$ cat src/rtl/dspc_pkg.sv
// Types and constants shared by the dispatch event counter block.
// No dependencies; used by dspc_counters, dspc_share_div and the top level.
`default_nettype none

package dspc_pkg;

   // event commands
   localparam logic [1:0] CMD_HIT      = 2'd0;
   localparam logic [1:0] CMD_MISS     = 2'd1;
   localparam logic [1:0] CMD_FALLBACK = 2'd2;
   localparam logic [1:0] CMD_READ     = 2'd3;

   localparam int CNT_W       = 64;
   localparam int SHARE_BITS  = 20;
   localparam int SHARE_IDX_W = $clog2(SHARE_BITS);
   localparam logic [SHARE_BITS-1:0] SHARE_SCALE = 20'd1000000;

   // one dispatch event as taken from the input channel
   typedef struct packed {
      logic [1:0]  cmd;
      logic        ro_flag;
      logic [3:0]  error_code;
      logic [31:0] callsite;
      logic [31:0] target;
   } evt_type;

   // counter and first-miss capture state
   typedef struct packed {
      logic [CNT_W-1:0] hits;
      logic [CNT_W-1:0] misses;
      logic [CNT_W-1:0] fallbacks;
      logic [CNT_W-1:0] ro_hits;
      logic [CNT_W-1:0] ro_misses;
      logic [CNT_W-1:0] ro_fallbacks;
      logic             cap_valid;
      logic [3:0]       cap_error;
      logic             cap_class;
      logic [31:0]      cap_callsite;
      logic [31:0]      cap_target;
   } cnt_type;

endpackage

`default_nettype wire

$ cat src/rtl/dspc_counters.sv
// Six saturating event counters and the first-miss capture registers.
// Depends on dspc_pkg for the event and counter types.
`default_nettype none

module dspc_counters (
   input  wire logic             clock,
   input  wire logic             reset,
   input  wire logic             evt_valid,
   input  wire dspc_pkg::evt_type evt,
   output dspc_pkg::cnt_type     cnt
);

   dspc_pkg::cnt_type cnt_ff;
   dspc_pkg::cnt_type cnt_in;

   // saturating increment
   function automatic logic [dspc_pkg::CNT_W-1:0] sat_inc(
      input logic [dspc_pkg::CNT_W-1:0] v);
      sat_inc = (&v) ? v : v + dspc_pkg::CNT_W'(1);
   endfunction

   // next counter and capture state
   always_comb begin
      cnt_in = cnt_ff;
      if (evt_valid) begin
         case (evt.cmd)
            dspc_pkg::CMD_HIT: begin
               cnt_in.hits = sat_inc(cnt_ff.hits);
               if (evt.ro_flag) cnt_in.ro_hits = sat_inc(cnt_ff.ro_hits);
            end
            dspc_pkg::CMD_MISS: begin
               cnt_in.misses = sat_inc(cnt_ff.misses);
               if (evt.ro_flag) cnt_in.ro_misses = sat_inc(cnt_ff.ro_misses);
               if (!cnt_ff.cap_valid) begin
                  cnt_in.cap_valid    = 1'b1;
                  cnt_in.cap_error    = evt.error_code;
                  cnt_in.cap_class    = evt.ro_flag;
                  cnt_in.cap_callsite = evt.callsite;
                  cnt_in.cap_target   = evt.target;
               end
            end
            dspc_pkg::CMD_FALLBACK: begin
               cnt_in.fallbacks = sat_inc(cnt_ff.fallbacks);
               if (evt.ro_flag) begin
                  cnt_in.ro_fallbacks = sat_inc(cnt_ff.ro_fallbacks);
               end
            end
            dspc_pkg::CMD_READ: begin
               cnt_in = cnt_ff;
            end
            default: begin
               cnt_in = cnt_ff;
            end
         endcase
      end
   end

   // state registers
   always_ff @(posedge clock) begin
      if (reset) begin
         cnt_ff <= '0;
      end else begin
         cnt_ff <= cnt_in;
      end
   end

   assign cnt = cnt_ff;

   // once captured, the capture never changes
   a_cap_sticky: assert property (@(posedge clock) disable iff (reset)
      cnt_ff.cap_valid |=> cnt_ff.cap_valid && $stable(cnt_ff.cap_callsite)
                           && $stable(cnt_ff.cap_target))
      else $error("first-miss capture changed after being set");

   // runtime-only counts never exceed the totals
   a_ro_le_total: assert property (@(posedge clock) disable iff (reset)
      cnt_ff.ro_hits <= cnt_ff.hits && cnt_ff.ro_misses <= cnt_ff.misses
      && cnt_ff.ro_fallbacks <= cnt_ff.fallbacks)
      else $error("runtime-only count above total");

   // capture is set by a miss only
   a_cap_by_miss: assert property (@(posedge clock) disable iff (reset)
      $rose(cnt_ff.cap_valid) |-> $past(evt_valid)
                                  && $past(evt.cmd) == dspc_pkg::CMD_MISS)
      else $error("capture set without a miss");

endmodule

`default_nettype wire

$ cat src/rtl/dspc_share_div.sv
// Bit-serial share unit: floor(n * 1e6 / d) over saturated counter sums (zero
// when d is zero), one quotient step per cycle. Depends on dspc_pkg.
`default_nettype none

module dspc_share_div (
   input  wire logic                        clock,
   input  wire logic                        reset,
   input  wire logic                        start,
   input  wire logic                        ack,
   input  wire dspc_pkg::cnt_type           cnt,
   output logic                             done,
   output logic [dspc_pkg::SHARE_BITS-1:0]  share
);

   localparam int W  = dspc_pkg::CNT_W;
   localparam int QW = dspc_pkg::SHARE_BITS;
   localparam int KW = dspc_pkg::SHARE_IDX_W;

   localparam logic [2:0] ST_IDLE  = 3'd0;
   localparam logic [2:0] ST_SUM   = 3'd1;
   localparam logic [2:0] ST_CHECK = 3'd2;
   localparam logic [2:0] ST_ITER  = 3'd3;
   localparam logic [2:0] ST_DONE  = 3'd4;

   logic [2:0]    state_ff, state_in;
   logic [W-1:0]  n_ff, n_in;
   logic [W-1:0]  d_ff, d_in;
   logic [W-1:0]  r_ff, r_in;
   logic [QW-1:0] q_ff, q_in;
   logic [KW-1:0] k_ff, k_in;

   logic [W:0]    n_sum;
   logic [W:0]    d_sum;
   logic          scale_bit;
   logic [W+1:0]  s_w;
   logic [W+1:0]  d1_w;
   logic [W+1:0]  d2_w;
   logic          ge1;
   logic          ge2;
   logic [W+1:0]  r_w;
   logic [QW-1:0] q_step;

   // saturating sums of the counters
   assign n_sum = {1'b0, cnt.ro_hits} + {1'b0, cnt.ro_misses};
   assign d_sum = {1'b0, cnt.hits} + {1'b0, cnt.misses};

   // one recurrence step: r = 2r + bit*n, then reduce by d or 2d
   assign scale_bit = dspc_pkg::SHARE_SCALE[k_ff];
   assign s_w  = {1'b0, r_ff, 1'b0} + {2'b00, (scale_bit ? n_ff : {W{1'b0}})};
   assign d1_w = {2'b00, d_ff};
   assign d2_w = {1'b0, d_ff, 1'b0};
   assign ge2  = s_w >= d2_w;
   assign ge1  = s_w >= d1_w;
   assign r_w  = ge2 ? s_w - d2_w : (ge1 ? s_w - d1_w : s_w);
   assign q_step = {q_ff[QW-2:0], 1'b0}
                 + (ge2 ? QW'(2) : (ge1 ? QW'(1) : QW'(0)));

   // sequencer
   always_comb begin
      state_in = state_ff;
      n_in     = n_ff;
      d_in     = d_ff;
      r_in     = r_ff;
      q_in     = q_ff;
      k_in     = k_ff;
      case (state_ff)
         ST_IDLE: begin
            if (start) state_in = ST_SUM;
         end
         ST_SUM: begin
            n_in     = n_sum[W] ? '1 : n_sum[W-1:0];
            d_in     = d_sum[W] ? '1 : d_sum[W-1:0];
            state_in = ST_CHECK;
         end
         ST_CHECK: begin
            r_in = '0;
            k_in = KW'(QW - 1);
            if (d_ff == '0) begin
               q_in     = '0;
               state_in = ST_DONE;
            end else if (n_ff >= d_ff) begin
               q_in     = dspc_pkg::SHARE_SCALE;
               state_in = ST_DONE;
            end else begin
               q_in     = '0;
               state_in = ST_ITER;
            end
         end
         ST_ITER: begin
            r_in = r_w[W-1:0];
            q_in = q_step;
            k_in = k_ff - KW'(1);
            if (k_ff == '0) state_in = ST_DONE;
         end
         ST_DONE: begin
            if (ack) state_in = ST_IDLE;
         end
         default: begin
            state_in = ST_IDLE;
         end
      endcase
   end

   // control registers
   always_ff @(posedge clock) begin
      if (reset) begin
         state_ff <= ST_IDLE;
      end else begin
         state_ff <= state_in;
      end
   end

   // datapath registers
   always_ff @(posedge clock) begin
      n_ff <= n_in;
      d_ff <= d_in;
      r_ff <= r_in;
      q_ff <= q_in;
      k_ff <= k_in;
   end

   assign done  = state_ff == ST_DONE;
   assign share = q_ff;

   // the remainder and numerator stay below the divisor while iterating
   a_rem_bound: assert property (@(posedge clock) disable iff (reset)
      state_ff == ST_ITER |-> r_ff < d_ff && n_ff < d_ff)
      else $error("share remainder out of range");

   // the result never exceeds the scale
   a_share_max: assert property (@(posedge clock) disable iff (reset)
      state_ff == ST_DONE |-> q_ff <= dspc_pkg::SHARE_SCALE)
      else $error("share above scale");

   // a new run starts only when the unit is free
   a_start_idle: assert property (@(posedge clock) disable iff (reset)
      start |-> state_ff == ST_IDLE)
      else $error("share unit started while busy");

endmodule

`default_nettype wire

$ cat src/rtl/dispatch_event_counters_with_share.sv
// Top level of the dispatch event counter block with runtime-only share.
// Depends on dspc_pkg, dspc_counters and dspc_share_div.
`default_nettype none

// One event is taken per item and one result returned per item. The
// counters update at the input transfer; the share unit then forms the
// saturated sums, makes the zero and full-share checks and, unless a check
// settles the result, works out the runtime-only share one quotient bit
// per cycle. The input is held off while the share unit runs; a
// finished result sits in the output register while the next event is
// already being counted.
module dispatch_event_counters_with_share (
   input  wire logic         clock,
   input  wire logic         reset,
   input  wire logic         req_tvalid,
   output logic              req_tready,
   // error_code[3:0], callsite[35:4], target[67:36], zero fill
   input  wire logic [71:0]  req_tdata,
   // cmd[1:0], ro_flag[2]
   input  wire logic [2:0]   req_tuser,
   output logic              rsp_tvalid,
   input  wire logic         rsp_tready,
   // hit_count[63:0], miss_count[127:64], fallback_count[191:128],
   // ro_hit_count[255:192], ro_miss_count[319:256], ro_fallback_count[383:320],
   // share_ppm[403:384], first_valid[404], first_err_code[408:405],
   // first_ro_class[409], first_callsite[441:410], first_target[473:442],
   // zero fill
   output logic [479:0]      rsp_tdata
);

   dspc_pkg::evt_type evt;
   dspc_pkg::cnt_type cnt;
   logic              req_xfer;
   logic              div_done;
   logic              load;
   logic [dspc_pkg::SHARE_BITS-1:0] share;

   logic              busy_ff, busy_in;
   logic              rsp_valid_ff, rsp_valid_in;
   logic [479:0]      rsp_data_ff, rsp_data_in;

   // unpack the input transfer
   assign evt.cmd          = req_tuser[1:0];
   assign evt.ro_flag      = req_tuser[2];
   assign evt.error_code   = req_tdata[3:0];
   assign evt.callsite     = req_tdata[35:4];
   assign evt.target       = req_tdata[67:36];

   assign req_tready = !busy_ff;
   assign req_xfer   = req_tvalid && req_tready;

   dspc_counters u_counters (
      .clock     (clock),
      .reset     (reset),
      .evt_valid (req_xfer),
      .evt       (evt),
      .cnt       (cnt)
   );

   dspc_share_div u_share_div (
      .clock (clock),
      .reset (reset),
      .start (req_xfer),
      .ack   (load),
      .cnt   (cnt),
      .done  (div_done),
      .share (share)
   );

   // result moves to the output register once it is free
   assign load = div_done && (!rsp_valid_ff || rsp_tready);

   always_comb begin
      busy_in      = busy_ff;
      rsp_valid_in = rsp_valid_ff;
      rsp_data_in  = rsp_data_ff;
      if (rsp_valid_ff && rsp_tready) rsp_valid_in = 1'b0;
      if (req_xfer) busy_in = 1'b1;
      if (load) begin
         busy_in      = 1'b0;
         rsp_valid_in = 1'b1;
         rsp_data_in  = {6'd0, cnt.cap_target, cnt.cap_callsite, cnt.cap_class,
                         cnt.cap_error, cnt.cap_valid, share,
                         cnt.ro_fallbacks, cnt.ro_misses, cnt.ro_hits,
                         cnt.fallbacks, cnt.misses, cnt.hits};
      end
   end

   // control registers
   always_ff @(posedge clock) begin
      if (reset) begin
         busy_ff      <= 1'b0;
         rsp_valid_ff <= 1'b0;
      end else begin
         busy_ff      <= busy_in;
         rsp_valid_ff <= rsp_valid_in;
      end
   end

   // result payload
   always_ff @(posedge clock) begin
      rsp_data_ff <= rsp_data_in;
   end

   assign rsp_tvalid = rsp_valid_ff;
   assign rsp_tdata  = rsp_data_ff;

   // one event in flight at a time
   a_one_in_flight: assert property (@(posedge clock) disable iff (reset)
      req_xfer |=> !req_tready)
      else $error("input taken while share unit busy");

   // a loaded result is shown on the next cycle
   a_load_shows: assert property (@(posedge clock) disable iff (reset)
      load |=> rsp_tvalid)
      else $error("loaded result not presented");

   // the share unit only finishes for an accepted event
   a_done_busy: assert property (@(posedge clock) disable iff (reset)
      div_done |-> busy_ff)
      else $error("share result without an event");

endmodule

`default_nettype wire
$ cat config.mk
export PLATFORM = sky130hd
export DESIGN_NAME = dispatch_event_counters_with_share
export DESIGN_NICKNAME = d
export VERILOG_FILES = /design/src/rtl/dspc_pkg.sv /design/src/rtl/dspc_counters.sv /design/src/rtl/dspc_share_div.sv /design/src/rtl/dispatch_event_counters_with_share.sv
export SDC_FILE = /design/constraint.sdc
export NUM_CORES = 2
export LEC_CHECK = 0
export ABC_AREA = 1
export BUFFER_PORTS_ARGS = -buffer_cell sky130_fd_sc_hd__buf_2
export CAP_MARGIN = 40
export CORE_ASPECT_RATIO = 0.5
export CORE_MARGIN = 5
export CORE_UTILIZATION = 55
export DETAILED_ROUTE_END_ITERATION = 7
export GPL_ROUTABILITY_DRIVEN = 1
export PLACE_DENSITY = 0.7
export SETUP_SLACK_MARGIN = 0.02
export SLEW_MARGIN = 20
export SYNTH_ARGS = -nofsm -noshare
export SYNTH_HDL_FRONTEND = slang
export SYNTH_SLANG_ARGS = --single-unit
export TNS_END_PERCENT = 100
$ cat constraint.sdc
create_clock -name clock -period 30.4 [get_ports clock]
set_input_delay 4.56 -clock clock [delete_from_list [all_inputs] [get_ports clock]]
set_output_delay 4.56 -clock clock [all_outputs]
set_load 0.1 [all_outputs]
# == Word level (Yosys, flattened, before mapping) ==
# Memory sizes are Yosys's and may differ from the RTL's. A register that Yosys moved wholly into a read port is not among the register bits.
# Index checks and enable logic that the tools add are counted.
# word_totals
ff_bits,1150
romBits,32
word_cells,102
n_memories,1
# memory_table
name,depth,word_bits,read_ports,rd_clocked_by_memory_dff,wr,line_no,text
(name not given),32,1,1,1,0,dspc_share_div.sv:48,assign scale_bit = dspc_pkg::SHARE_SCALE[k_ff];
# classes
addsub,13
magnitude_cmp,4
n_eq_ne,9
mux,20
n_bitwise,7
n_reduce_logical,28
# ops
op,count
$add 64x1->64 const B,6
$reduce_and 64->1,6
$mux 64,3
$add 64x64->65,2
$pmux 64 s2,1
$sub 64x64->64,2
$add 65x64->66,1
$ge 66x64->1,1
$ge 66x65->1,1
$ge 64x64->1,1
$logic_not 64->1,1
$mux 20,3
$pmux 20 s2,1
$add 20x20->20,1
$mux 3,5
$pmux 3 s5,1
$reduce_and 3->1,5
$reduce_and 4->1,3
$pmux 5 s2,1
$not 1->1,7
$eq 3x2->1 const B,2
$lt 5x6->1 const B,1
$logic_not 5->1,1
$mux 5,1
other kinds (16),24

# == Logic depth before layout (Yosys ltp) ==
# logic_depth
word_depth,9
depth_mapped,46
depth_no_buf,43

# == Cells and area by module ==
# Synthesis repeated with hierarchy kept, for this count alone.
# hier_totals
cells_unflattened,11813
hier_area_um2,79912.9
# modules_own_cells
mod,n_inst,cells_each,area_each_um2,seq_area_each_um2
dspc_share_div,1,6403,37334.6,6596.3
dspc_counters,1,4917,28208.3,9088.7
dispatch_event_counters_with_share,1,493,14370.0,14273.7

# == Worst setup path after synthesis ==
# No wires, ideal clock.
# synth_path
kind,input -> register
startpoint,in rsp_tready
endpoint,"reg rsp_data_ff[0] (netlist: rsp_tdata[0]), enable pin"
setup_ns,1.321
arrival_ns,24.252
required_time_ns,29.079
slack_ns,4.828
cell_stages,2
n_path_buf,0
path_cell_list,nor2_1 nor2_1
# synth_via
elab_chain_cells,2
# synth_rtl
item,line_no,text
start: declaration,dispatch_event_counters_with_share.sv:22,"input wire logic rsp_tready,"
$logic_or 1x1->1,dispatch_event_counters_with_share.sv:71,assign load = div_done && (!rsp_valid_ff || rsp_tready);
$logic_and 1x1->1,dispatch_event_counters_with_share.sv:71,
net load,dispatch_event_counters_with_share.sv:35,logic load;
end signal: assignment,dispatch_event_counters_with_share.sv:102,rsp_data_ff <= rsp_data_in;
end: declaration,dispatch_event_counters_with_share.sv:40,"logic [479:0] rsp_data_ff, rsp_data_in;"
# The timed path passes the listed nets, and every way through them passes these cells.
# A chain may end at the register's enable or synchronous reset.

==> flow_metrics.tcl <==
set metrics [dict create \
    peakVddDrop_mv 0.06927 \
    postSynthCellCount 11050 \
    cp_max_fo 64 \
    r2r-start "u_share_div.scale_bit" \
    seq_area_sq_mm 0.02996 \
    wirelength_um 323400 \
    r2r_cells 42 \
    area.growth.synth_to_final_pct 10.77 \
    intPower_w 0.003499 \
    hold_path.class "reg2reg" \
    yosysWarnings 0 \
    synthSimpleGateAreaFrac_pct 30.77 \
    die_x_um 543.2 \
    routed_via_density 5.900 \
    p_clk_share_pct 19.5 \
    postCtsHoldBufs 0 \
    p_leak_nw 36.85 \
    hold_violations 0 \
    synth_compound_area_share_pct 10.16 \
    rsz0062_at_grt "false" \
    final.period_utilization_pct 30.38 \
    ys_ff_latch 1151 \
    avgSynthCellArea_sq_um 7.079 \
    r2r_slack_ns 21.16 \
    drv_cap 0 \
    nets 12040 \
    swShare_pct 50.37 \
    finalPower_w 0.007051 \
    routed-via-count 79880 \
    cts.clk_slew.worst_paths_ns 0.07 \
    drt_iter0_markers 11360 \
    wl_per_cell_um 23.88 \
    cp_slowest_cell "nor4_1" \
    synth_xor_xnor_area_share_pct 5.130 \
    htree_levels 3 \
    grt_antenna_before_repair 11 \
    ios 561 \
    outcome "complete, no violations" \
    die_y_um 276.6 \
    drc 0 \
    critPathMostFrequentCell "nand2_1" \
    first_global_vias 72890 \
    startpoint_type "flip-flop" \
    synth-seq-area-share_pct 38.32 \
    cts.sinks 1151 \
    max_freq_mhz 108.3 \
    setup.worst_path.end "u_share_div.share[19]" \
    worstReg2RegEnd "u_share_div.share[19]" \
    synth_top_area_share_pct 26.54 \
    start_util_pct 55.58 \
    end_kind "flip-flop" \
    cts-root-buf "clkbuf_16" \
    period_needed_ns 9.237 \
    crit_arrival_ns 9.69 \
    synth_top_area_cell "edfxtp_1" \
    ys_top_cells_by_area "edfxtp_1 27%, nand2_1 15%, dfxtp_1 12%" \
    gr-total-overflow 0 \
    yosysUniqueCellTypes 62 \
    ant_nets 0 \
    firstDrtPassIters 7 \
    die_area_sq_mm 0.1503 \
    drive_gt1_share_pct 8.026 \
    row_count 97 \
    multi_input_area_sq_mm 0.04110 \
    routabilityCongestion 1.140 \
    synth_mux_area_share_pct 0 \
    p_switching_w 0.003551 \
    comb_power_share_pct 54.7 \
    power_density_mw_per_mm2 81.40 \
    portBuffers 550 \
    grt_pass1_wl_um 466100 \
    cts_buffer_depth 3 \
    async_flop_share_pct 0 \
    finClkSkew_ns 0.07196 \
    ys.flop_type "edfxtp_1" \
    cts_tree "done" \
    tns_ns 0 \
    slew_viol_final 0 \
    coreArea_sq_mm 0.1407 \
    grtUsageTotal_pct 41.34 \
    synth_top_family_by_area "simple AND/OR/NAND/NOR gates" \
    critPathLaunch "u_share_div.scale_bit" \
    cts_buffers 100 \
    synth_edf_count 691 \
    fillerInstances 13200 \
    postCtsSetupRepairBufs 0 \
    tightestPinTransition_ns 1.019 \
    setup_viol 0 \
    post_cts_resized 0 \
    cp.required_ns 30.85 \
    seq_power_share_pct 25.7 \
    dp_hpwl_um 260000 \
    synth_fa_ha_area_share_pct 6.417 \
    insertion_delay_ns 0.76 \
    cpPeakStageDelay_ns 0.64 \
    crit_type "reg2reg" \
    syn-cell-area_sq_mm 0.07819 \
    relSlewSlack_pct 31.36 \
    grt_max_degree 125 \
]
==> layout make-up <==
| cell class | count | area share [%] |
|---|---|---|
| multi-input combinational | 8053 | 47.46 |
| sequential | 1151 | 34.59 |
| inverter | 1642 | 7.120 |
| timing repair buffer | 613 | 3.997 |
| clock buffer | 131 | 3.234 |
| tap | 1881 | 2.717 |
| clock inverter | 59 | 0.8523 |
| antenna | 10 | 0.02889 |
==> through the flow <==
stage	std cells	hold WS [ns]	instance area, sq um	util, %	setup WS [ns]
finish	13540	0.4261	86610	61.57	21.16
global route	13530	0.4259	86590	61.56	20.66
CTS	13520	0.4266	86460	61.47	21.07
detailed placement	13330	0.4096	82920	58.95	21.12
global placement	13320	0.4045	82710	58.80	21.29
floorplan	11050	0.4003	78210	-	4.828
==> power by group through the flow <==
| stage | Clock (W) | Combinational, W | Sequential (W) |
|---|---|---|---|
| CTS | 0.00138 | 0.00366 | 0.00181 |
| global route | 0.00146 | 0.00407 | 0.00182 |
| global placement | 0 | 0.00362 | 0.00185 |
| finish | 0.00138 | 0.00386 | 0.00181 |
| floorplan | 0 | 0.00227 | 0.00200 |
| detailed placement | 0 | 0.00364 | 0.00185 |
==> cell usage in the layout (no fill, tap or decap), types with 136 or more instances in the layout <==
master and count:
o21ai_0 375, buf_2 550, ha_1 393, xor2_1 335, nor4_1 136, dfxtp_1 459
a21oi_1 845, nor3_1 268, nor2_1 1212, edfxtp_1 691, nand2_1 3133, nand4_1 308
inv_1 1592, nand3_1 489
==> flip-flops by register name, indices dropped and copies added, names as in the netlist <==
name,cells
rsp_tdata,474
u_share_div.n_ff,64
u_share_div.d_ff,64
u_share_div.share,20
busy_ff,1
u_share_div.state_ff,3
u_share_div.r_ff,64
rsp_tvalid,1
u_share_div.k_ff,5
u_counters.cnt,454
u_share_div.scale_bit,1
==> worst min path at each step <==
stage / slack, ns / end / start / depth (start not counted)
5_1_grt: 0.43 / rsp_tdata[423] / u_counters.cnt[45] / 0
3_5_place_dp: 0.41 / rsp_tdata[415] / u_counters.cnt[37] / 0
4_1_cts: 0.43 / rsp_tdata[423] / u_counters.cnt[45] / 0
2_1_floorplan: 0.40 / rsp_tdata[403] / u_share_div.share[19] / 0
3_3_place_gp: 0.40 / rsp_tdata[441] / u_counters.cnt[63] / 0
6_report: 0.43 / rsp_tdata[406] / u_counters.cnt[66] / 0
==> Yosys cell counts (12+ instances only) <==
library cell  number
o21a_1            28
buf_6             12
nor4_1           136
nand3_1          489
inv_1           1594
dfxtp_1          460
and3_1            16
nor2_2            22
o21ai_1           38
nor2_1          1214
xor2_1           335
inv_2             45
a21o_1            31
buf_4             29
o21ai_0          375
nand2_2           18
a31oi_1           44
xnor2_1          123
buf_2             50
a21oi_1          845
ha_1             393
edfxtp_1         691
nor3_1           270
nand4_1          308
nand3b_1          39
o21bai_1          55
or2_2             27
clkbuf_1         106
nand2_1         3135
==> per-layer routing <==
layer | global-route usage [%] | vias to the layer above | part of all wire (%)
met3 | 12.61 | 859 | 13
met4 | 20.20 | 2 | 5.9
met2 | 59.86 | 4851 | 41
met1 | 56.14 | 36980 | 40
li1 | - | 37190 | -
met5 | 0 | - | 0.011
==> worst max-delay path, delay by kind of cell (launching register included) <==
kind / cells / cell delay (ns)
fa+ha+maj: 5 / 1.62
buf+inv: 8 / 1.80
compound gates: 1 / 0.10
flops: 1 / 0.32
simple gates: 28 / 5.04
==> logic make-up (layout without fill, tap and decap cells) <==
group	count (synthesis)	in the layout
fa+ha+maj	398	398
buf+inv	1846	2445
simple gates	5711	5711
compound gates	1480	1480
flops	1151	1151
xor+xnor	458	458
other cells	1	16
Power figures use the tool's default switching activity.
